==> src/rtl/core/trpc_pkg.sv <==
`timescale 1ns / 1ps
// ----------------------------------------------------------------------------
// Track recorder pause control package
// Types, codes and helper functions shared by the recorder control modules.
// ----------------------------------------------------------------------------
package trpc_pkg;

    localparam int TimeBits    = 32;
    localparam int SecBits     = 16;
    localparam int MsPerSecond = 1000;
    // A 16-bit count of seconds times 1000 fits in 26 bits.
    localparam int MsBits      = SecBits + 10;
    localparam int CmpBits     = (TimeBits > MsBits) ? TimeBits : MsBits;
    localparam int FlagBits    = 5;
    localparam int CfgIdxBits  = 3;
    localparam int CfgDataBits = 16;
    localparam int InDataBits  = 72;
    localparam int OutDataBits = 16;

    // Mode flag bit positions.
    localparam int FlagStill    = 0;
    localparam int FlagNofix    = 1;
    localparam int FlagWaitFix  = 2;
    localparam int FlagAutoOff  = 3;
    localparam int FlagWaitData = 4;

    typedef enum logic [1:0] {
        MODE_STOPPED   = 2'd0,
        MODE_RECORDING = 2'd1,
        MODE_PAUSED    = 2'd2
    } t_mode;

    typedef enum logic [1:0] {
        CMD_EPOCH  = 2'd0,
        CMD_START  = 2'd1,
        CMD_STOP   = 2'd2,
        CMD_UNUSED = 2'd3
    } t_cmd;

    typedef enum logic [2:0] {
        WHY_NONE     = 3'd0,
        WHY_STILL    = 3'd1,
        WHY_NOFIX    = 3'd2,
        WHY_MOVING   = 3'd3,
        WHY_REGAINED = 3'd4
    } t_reason;

    typedef enum logic [CfgIdxBits-1:0] {
        CFG_MODE_FLAGS  = 3'd0,
        CFG_STILL_SPEED = 3'd1,
        CFG_STILL_SECS  = 3'd2,
        CFG_NOFIX_SECS  = 3'd3,
        CFG_AUTOOFF_SECS = 3'd4
    } t_cfg_idx;

    // Pause cause as kept in state: 0 no fix, 1 stationary.
    localparam logic CauseNofix = 1'b0;
    localparam logic CauseStill = 1'b1;

    typedef struct packed {
        logic [FlagBits-1:0] flags;
        logic [SecBits-1:0]  still_speed;
        logic [MsBits-1:0]   still_ms;
        logic [MsBits-1:0]   nofix_ms;
        logic [MsBits-1:0]   autooff_ms;
    } t_cfg;

    typedef struct packed {
        t_cmd                  cmd;
        logic [TimeBits-1:0]   time_ms;
        logic                  has_fix;
        logic signed [31:0]    ground_speed;
        logic                  any_stored;
    } t_item;

    typedef struct packed {
        t_mode               mode;
        logic                ever_fixed;
        logic                is_still;
        logic [TimeBits-1:0] last_fix_time;
        logic [TimeBits-1:0] still_since_time;
        logic [TimeBits-1:0] paused_since_time;
        logic                pause_cause;
    } t_state;

    typedef struct packed {
        logic    accepted;
        logic    mode_changed;
        logic    store_change;
        t_reason change_reason;
        logic    store_epoch;
        logic    power_off;
        t_mode   recorder_mode;
    } t_result;

    // Seconds to milliseconds; a constant multiply done when a register is written.
    function automatic logic [MsBits-1:0] f_sec_to_ms(input logic [SecBits-1:0] secs);
        return MsBits'(secs) * MsBits'(MsPerSecond);
    endfunction

    // Wrapping elapsed time compared with a threshold at full width.
    function automatic logic f_elapsed(input logic [TimeBits-1:0] now,
                                       input logic [TimeBits-1:0] since,
                                       input logic [MsBits-1:0]   thr_ms);
        logic [TimeBits-1:0] diff;
        diff = now - since;
        return CmpBits'(diff) >= CmpBits'(thr_ms);
    endfunction

endpackage

==> src/rtl/core/track_recorder_pause_control_core.sv <==
`timescale 1ns / 1ps
// ----------------------------------------------------------------------------
// Track recorder pause control core
// Start/stop, automatic pause/resume and auto-off control for a track logger.
// ----------------------------------------------------------------------------
//  Channel  Dir  Signals                      Beat contents
//  s        in   i_s_tvalid/o_s_tready        command or position epoch
//  m        out  o_m_tvalid/i_m_tready        one result per input beat
//  cfg      in   i_cfg_wr_en/index/data       one register write per cycle
//
//  One beat is taken every cycle while the output is not stalled; a beat passes
//  the input register, then the step logic into the result register.
//  The loop through the mode/timer state passes only the state register, which sets the rate.
//  Reset clears the mode, timers and registers to zero (stopped).
//  A stalled result holds in the output register while the input register
//  keeps one more beat; back pressure reaches o_s_tready after that.
// ----------------------------------------------------------------------------
module track_recorder_pause_control_core (
    input  logic                                i_clk,
    input  logic                                i_rst_n,
    input  logic                                i_s_tvalid,
    output logic                                o_s_tready,
    // [31:0] time_ms, [32] has_fix, [64:33] ground_speed, [65] any_stored
    input  logic [trpc_pkg::InDataBits-1:0]     i_s_tdata,
    // [1:0] cmd
    input  logic [1:0]                          i_s_tuser,
    output logic                                o_m_tvalid,
    input  logic                                i_m_tready,
    // [0] accepted, [1] mode_changed, [2] store_change, [5:3] change_reason,
    // [6] store_epoch, [7] power_off, [9:8] recorder_mode
    output logic [trpc_pkg::OutDataBits-1:0]    o_m_tdata,
    input  logic                                i_cfg_wr_en,
    input  logic [trpc_pkg::CfgIdxBits-1:0]     i_cfg_index,
    input  logic [trpc_pkg::CfgDataBits-1:0]    i_cfg_data
);

    trpc_pkg::t_cfg    r_cfg;
    trpc_pkg::t_cfg    n_cfg;
    trpc_pkg::t_state  r_state;
    trpc_pkg::t_state  n_state;
    trpc_pkg::t_item   r_item;
    trpc_pkg::t_result r_result;
    trpc_pkg::t_result n_result;
    logic              r_in_valid;
    logic              r_out_valid;
    logic              advance;
    logic              s_beat;

    assign advance    = r_in_valid && (!r_out_valid || i_m_tready);
    assign o_s_tready = !r_in_valid || advance;
    assign s_beat     = i_s_tvalid && o_s_tready;

    // Register writes; the seconds thresholds are kept in milliseconds.
    always_comb begin
        n_cfg = r_cfg;
        if (i_cfg_wr_en) begin
            unique case (i_cfg_index)
                trpc_pkg::CFG_MODE_FLAGS:
                    n_cfg.flags = i_cfg_data[trpc_pkg::FlagBits-1:0];
                trpc_pkg::CFG_STILL_SPEED:
                    n_cfg.still_speed = i_cfg_data;
                trpc_pkg::CFG_STILL_SECS:
                    n_cfg.still_ms = trpc_pkg::f_sec_to_ms(i_cfg_data);
                trpc_pkg::CFG_NOFIX_SECS:
                    n_cfg.nofix_ms = trpc_pkg::f_sec_to_ms(i_cfg_data);
                trpc_pkg::CFG_AUTOOFF_SECS:
                    n_cfg.autooff_ms = trpc_pkg::f_sec_to_ms(i_cfg_data);
                default: begin
                end
            endcase
        end
    end

    always_ff @(posedge i_clk) begin
        if (!i_rst_n) begin
            r_cfg <= '0;
        end else begin
            r_cfg <= n_cfg;
        end
    end

    always_ff @(posedge i_clk) begin
        if (!i_rst_n) begin
            r_in_valid <= 1'b0;
        end else if (s_beat) begin
            r_in_valid <= 1'b1;
        end else if (advance) begin
            r_in_valid <= 1'b0;
        end
    end

    // The time field is reduced to the time width kept in state.
    always_ff @(posedge i_clk) begin
        if (s_beat) begin
            r_item.cmd          <= trpc_pkg::t_cmd'(i_s_tuser);
            r_item.time_ms      <= i_s_tdata[trpc_pkg::TimeBits-1:0];
            r_item.has_fix      <= i_s_tdata[32];
            r_item.ground_speed <= $signed(i_s_tdata[64:33]);
            r_item.any_stored   <= i_s_tdata[65];
        end
    end

    trpc_step u_step (
        .i_cfg    (r_cfg),
        .i_state  (r_state),
        .i_item   (r_item),
        .o_state  (n_state),
        .o_result (n_result)
    );

    // All-zero state is the stopped mode.
    always_ff @(posedge i_clk) begin
        if (!i_rst_n) begin
            r_state <= '0;
        end else if (advance) begin
            r_state <= n_state;
        end
    end

    always_ff @(posedge i_clk) begin
        if (!i_rst_n) begin
            r_out_valid <= 1'b0;
        end else if (advance) begin
            r_out_valid <= 1'b1;
        end else if (i_m_tready) begin
            r_out_valid <= 1'b0;
        end
    end

    always_ff @(posedge i_clk) begin
        if (advance) begin
            r_result <= n_result;
        end
    end

    assign o_m_tvalid = r_out_valid;
    assign o_m_tdata  = {6'b0, r_result.recorder_mode, r_result.power_off,
                         r_result.store_epoch, r_result.change_reason,
                         r_result.store_change, r_result.mode_changed,
                         r_result.accepted};

endmodule

==> src/rtl/core/trpc_step.sv <==
`timescale 1ns / 1ps
// ----------------------------------------------------------------------------
// Track recorder step logic
// Next mode, timers and result flags for one command or position epoch.
// ----------------------------------------------------------------------------
module trpc_step (
    input  trpc_pkg::t_cfg    i_cfg,
    input  trpc_pkg::t_state  i_state,
    input  trpc_pkg::t_item   i_item,
    output trpc_pkg::t_state  o_state,
    output trpc_pkg::t_result o_result
);

    logic slow;
    logic fix;
    logic still_hit;
    logic still_done;
    logic nofix_done;
    logic resume;
    logic autooff_hit;

    assign fix = i_item.has_fix;

    // Signed speed against the unsigned limit, one bit wider on both sides.
    assign slow = $signed({i_item.ground_speed[31], i_item.ground_speed})
                  < $signed({17'b0, i_cfg.still_speed});

    assign still_hit = i_cfg.flags[trpc_pkg::FlagStill] && fix && slow;
    assign still_done = still_hit && i_state.is_still
        && trpc_pkg::f_elapsed(i_item.time_ms, i_state.still_since_time, i_cfg.still_ms);
    assign nofix_done = !still_done && i_cfg.flags[trpc_pkg::FlagNofix] && !fix
        && trpc_pkg::f_elapsed(i_item.time_ms, i_state.last_fix_time, i_cfg.nofix_ms);
    assign resume = fix && (i_state.pause_cause == trpc_pkg::CauseNofix || !slow);
    assign autooff_hit = i_cfg.flags[trpc_pkg::FlagAutoOff]
        && trpc_pkg::f_elapsed(i_item.time_ms, i_state.paused_since_time, i_cfg.autooff_ms);

    always_comb begin
        o_state  = i_state;
        o_result = '0;
        o_result.change_reason = trpc_pkg::WHY_NONE;
        case (i_item.cmd)
            trpc_pkg::CMD_START: begin
                if (i_state.mode == trpc_pkg::MODE_STOPPED) begin
                    o_state.mode          = trpc_pkg::MODE_RECORDING;
                    o_state.ever_fixed    = 1'b0;
                    o_state.is_still      = 1'b0;
                    o_state.last_fix_time = i_item.time_ms;
                    o_result.accepted     = 1'b1;
                end
            end
            trpc_pkg::CMD_STOP: begin
                if (i_state.mode != trpc_pkg::MODE_STOPPED) begin
                    o_state.mode      = trpc_pkg::MODE_STOPPED;
                    o_result.accepted = 1'b1;
                end
            end
            trpc_pkg::CMD_EPOCH: begin
                if (fix && i_state.mode != trpc_pkg::MODE_STOPPED) begin
                    o_state.last_fix_time = i_item.time_ms;
                    o_state.ever_fixed    = 1'b1;
                end
                unique case (i_state.mode)
                    trpc_pkg::MODE_RECORDING: begin
                        if (still_hit) begin
                            if (!i_state.is_still) begin
                                o_state.is_still         = 1'b1;
                                o_state.still_since_time = i_item.time_ms;
                            end
                        end else if (fix) begin
                            o_state.is_still = 1'b0;
                        end
                        if (still_done) begin
                            o_state.mode              = trpc_pkg::MODE_PAUSED;
                            o_state.paused_since_time = i_item.time_ms;
                            o_state.pause_cause       = trpc_pkg::CauseStill;
                            o_state.is_still          = 1'b0;
                            o_result.mode_changed     = 1'b1;
                            o_result.store_change     = 1'b1;
                            o_result.change_reason    = trpc_pkg::WHY_STILL;
                        end else if (nofix_done) begin
                            o_state.mode              = trpc_pkg::MODE_PAUSED;
                            o_state.paused_since_time = i_item.time_ms;
                            o_state.pause_cause       = trpc_pkg::CauseNofix;
                            o_result.mode_changed     = 1'b1;
                            o_result.store_change     = 1'b1;
                            o_result.change_reason    = trpc_pkg::WHY_NOFIX;
                        end else begin
                            // A fix in this very epoch already counts as ever fixed.
                            o_result.store_epoch = !i_cfg.flags[trpc_pkg::FlagWaitFix]
                                                   || i_state.ever_fixed || fix;
                        end
                    end
                    trpc_pkg::MODE_PAUSED: begin
                        if (resume) begin
                            o_state.mode          = trpc_pkg::MODE_RECORDING;
                            o_state.is_still      = 1'b0;
                            o_result.mode_changed = 1'b1;
                            o_result.store_epoch  = 1'b1;
                            o_result.change_reason =
                                (i_state.pause_cause == trpc_pkg::CauseStill)
                                ? trpc_pkg::WHY_MOVING : trpc_pkg::WHY_REGAINED;
                        end else if (autooff_hit) begin
                            o_result.power_off = !(i_cfg.flags[trpc_pkg::FlagWaitData]
                                                   && !i_item.any_stored);
                        end
                    end
                    default: begin
                    end
                endcase
            end
            default: begin
            end
        endcase
        o_result.recorder_mode = o_state.mode;
    end

endmodule

==> config.mk <==
export PLATFORM = sky130hd
export DESIGN_NAME = track_recorder_pause_control_core
export DESIGN_NICKNAME = d
export VERILOG_FILES = /design/src/rtl/core/trpc_pkg.sv /design/src/rtl/core/track_recorder_pause_control_core.sv /design/src/rtl/core/trpc_step.sv
export SDC_FILE = /design/constraint.sdc
export NUM_CORES = 1
export LEC_CHECK = 0
export BUFFER_PORTS_ARGS = -buffer_cell sky130_fd_sc_hd__buf_2
export CORE_ASPECT_RATIO = 1.1
export CORE_MARGIN = 2
export CORE_UTILIZATION = 63
export DETAILED_ROUTE_END_ITERATION = 7
export PLACE_DENSITY = 0.82
export SYNTH_ARGS = -nofsm -noshare
export SYNTH_HDL_FRONTEND = slang
export SYNTH_HIERARCHICAL = 1
export SYNTH_SLANG_ARGS = --single-unit
==> constraint.sdc <==
create_clock -name i_clk -period 7.7 [get_ports i_clk]
set_input_delay 0.385 -clock i_clk [delete_from_list [all_inputs] [get_ports i_clk]]
set_output_delay 0.385 -clock i_clk [all_outputs]
set_load 0.01 [all_outputs]
==> flow_summary.yaml <==
status:
  status: "complete, no violations"
sta:
  rsz0062_at_grt: "false"
  tightest_slew_ns: 1.12
  setup_viol_count_final: 0
  postLayoutSetupSlackWorst_ns: 1.15
  final_hold_viol_count: 0
  fmax_mhz: 153
  fin_setup_tns_ns: 0
  fin_skew_ns: 0.0113
  fin_crit_sh: 0.850
  relSlewSlack: 0.251
  slew_viol_final: 0
  finalCriticalPeriod_ns: 6.55
critical_path:
  criticalPathCategory: "reg -> reg"
  critPathArrivalTime_ns: 6.98
  rr_endpoint: "r_state[13]"
  critPathCaptureType: "register"
  r2r_slack_ns: 1.15
  start_kind: "register"
  cp.required_ns: 8.14
  r2r_start: "r_item[34]"
  r2r_cells: 27
  critPathMaxFanout: 33
job:
  cap_violations: 0
synth:
  avgSynthCellArea_um2: 8.28
  ys_types: 84
  async_reset_ff_frac: 0
  synth_edf_count: 78
  ys_ff_latch: 271
  ys_warn_count: 6
  synth_ff_type: "dfxtp_1"
  seq_area_frac_synth: 0.291
  syn_inst: 2577
  synthesis.area_um2: 21300
power:
  p_leak_nw: 9.43
  peakVddDrop_v: 0.000236
  power_density_nw_per_um2: 226
  power_mw: 5.40
floorplan:
  die_y_um: 197
  io_pins: 116
  initial_core_util: 0.641
  core_um2: 33300
  dieArea_um2: 35400
  dieWidth_um: 179
  fp-row-count: 70
worst_hold_path:
  hp-class: "in -> reg"
  hold_depth: 3
  min_from: "i_cfg_data[9]"
  whs_endpoint: "r_cfg[87]"
cells_and_area:
  synthToLayoutAreaGrowth_pct: 11.9
  drive_above_1_share: 0.102
  diodes: 0
  fin_util: 0.717
  layout.nets: 3096
clock_network:
  path_clk_slew_ns: 0.06
  cts_buffers: 31
  cts_sinks: 271
  worstSkewPairLatency_ns: 0.60
  cts.htree.levels: 1
  cts_root_buf: "clkbuf_16"
  cts_tree: "yes"
  cts_max_path_buffers: 3
drt:
  drt_iter0_drc: 1670
  dr.pass1.iters: 7
  vias: 19100
  avgViaCountPerCell: 6.07
  antenna_left: 0
  wl_per_cell_um: 19.4
  finalWirelength_um: 61200
  drc: 0
grt:
  grt_pass1_wl_um: 96200
  grt_max_degree: 94
  overflow: 0
  grt_pass1_vias: 18600
  antenna_found_initial: 0
  grt_usage: 0.336
place:
  dp_slack_ns: 1.21
  routabilityCongestion: 0.934
  dp_hpwl_um: 43100
  port_buffers: 103
==> cell usage in the layout (no fill, tap or decap), types with 29 or more instances in the layout <==
cell type      instances
buf_2                103
dlygate4sd3_1         68
a21oi_1              298
edfxtp_1              78
a21o_1                61
inv_1                301
ha_1                 243
dfxtp_1              193
nand3_1               60
o21ai_0              100
xnor2_1               56
fa_1                  57
mux2_2                51
mux2_4                29
clkbuf_16             33
nor2_1               100
xor2_1                34
nand2_1              435
==> Yosys cell counts (all sizes together), types with 6 or more instances <==
| cell type | count | area share |
|---|---|---|
| nand3 | 60 | 0.014 |
| mux2 | 80 | 0.047 |
| nor2 | 100 | 0.018 |
| or3 | 18 | 0.0053 |
| o21ai | 102 | 0.024 |
| dfxtp | 193 | 0.18 |
| nand2b | 26 | 0.0076 |
| o21a | 12 | 0.0042 |
| and2 | 9 | 0.0026 |
| clkbuf | 91 | 0.016 |
| nor2b | 13 | 0.0038 |
| xnor2 | 56 | 0.023 |
| nor4 | 11 | 0.0032 |
| buf | 18 | 0.0057 |
| nor3 | 23 | 0.0054 |
| a21o | 63 | 0.022 |
| xor2 | 34 | 0.014 |
| ha | 243 | 0.14 |
| a31oi | 24 | 0.0070 |
| nor3b | 6 | 0.0021 |
| a21boi | 6 | 0.0021 |
| edfxtp | 78 | 0.11 |
| o211ai | 15 | 0.0053 |
| mux2i | 13 | 0.0061 |
| a21oi | 299 | 0.070 |
| o21bai | 13 | 0.0046 |
| and3 | 12 | 0.0038 |
| nand4 | 28 | 0.0082 |
| a2111oi | 9 | 0.0049 |
| inv | 303 | 0.053 |
| o2111ai | 10 | 0.0041 |
| o31ai | 10 | 0.0035 |
| a211oi | 17 | 0.0060 |
| fa | 57 | 0.053 |
| nand2 | 436 | 0.077 |
| nand3b | 6 | 0.0021 |
| and4 | 6 | 0.0025 |
| or4 | 6 | 0.0021 |
==> logic make-up (layout without fill, tap and decap cells) <==
group                      count (synthesis)  count (layout)  share of synthesized area
muxes                                     93              93                     0.0534
DFF                                      271             271                      0.291
other                                      1              15                   0.000176
buffers and inverters                    412             544                     0.0751
AOI/OAI and AO/OA                        640             640                      0.187
xor gates and xnor gates                  90              90                     0.0369
and+or+nand+nor                          770             770                      0.161
adders and majority gates                300             300                      0.196
==> critical path, cell delays in order, from the launching register on <==
cell and delay (ns):
edfxtp_1 0.40, inv_1 0.16, ha_1 0.19, inv_1 0.06, fa_1 0.41, a21o_1 0.20, a221oi_2 0.40, o211a_1 0.31
nor2_1 0.10, nand3_1 0.12, nand2_1 0.11, a21oi_1 0.24, o21ai_0 0.15, xor2_1 0.16, ha_1 0.19, a21o_1 0.15
a21o_1 0.17, a221o_1 0.34, a2111oi_0 0.45, o211ai_1 0.19, o22a_1 0.30, a2111oi_4 0.39, a21oi_2 0.17, o21ai_4 0.19
buf_12 0.30, mux2_4 0.34, nand2_1 0.06, a21oi_1 0.09
==> power breakdown <==
part,switching (mW),internal (mW),leakage (nW),total [mW]
Combinational,1.42,0.799,6.57,2.22
Sequential,0.0650,1.54,2.32,1.61
Clock,0.653,0.922,0.534,1.57
Total,2.14,3.26,9.43,5.40
==> worst max path at each step <==
stage | cells after the start | to | from | slack, ns
finish | 27 | r_state[13] | r_item[34] | 1.15
global route | 27 | r_state[7] | r_item[34] | 0.72
CTS | 27 | r_state[13] | r_item[34] | 1.14
detailed placement | 27 | r_state[18] | r_item[34] | 1.21
global placement | 27 | r_state[2] | r_item[34] | 1.40
floorplan | 27 | r_state[4] | r_item[34] | 2.38
==> final cells by class <==
type	instances	area [µm²]
multi-input combinational	1908	13600
sequential	271	6210
fill	2552	9410
clock buffer	38	885
clock inverter	20	208
inverter	303	1140
tap	432	541
timing repair buffer	183	1300
==> per-layer routing <==
| metal | part of all wire | track usage | up-vias |
|---|---|---|---|
| li1 | - | - | 9156 |
| met5 | 0 | 0 | - |
| met1 | 0.40 | 0.410 | 9028 |
| met2 | 0.49 | 0.597 | 794 |
| met3 | 0.064 | 0.0365 | 171 |
| met4 | 0.050 | 0.157 | 0 |
==> timing repair <==
action | 4_1_cts | 5_1_grt
hold buffers | 67 | 1
buffers inserted | 0 | 0
gates resized for setup | 0 | 0
hold endpoints to repair | 67 | 1
==> through the flow <==
stage          instance area, µm²  hold WS, ns  instances
2_1_floorplan               21400        0.436       2591
3_3_place_gp                22100        0.443       3029
4_1_cts                     23900      0.00782       3154
3_5_place_dp                22100        0.449       3029
5_1_grt                     23900       0.0836       3155
6_report                    23900       0.0790       3155
==> state kept, by name, indices dropped and copies added (netlist names) <==
name / cells
r_state: 101
r_cfg: 90
r_item: 68
o_m_tdata: 10
o_m_tvalid: 1
r_in_valid: 1
Power figures use the tool's default switching activity.
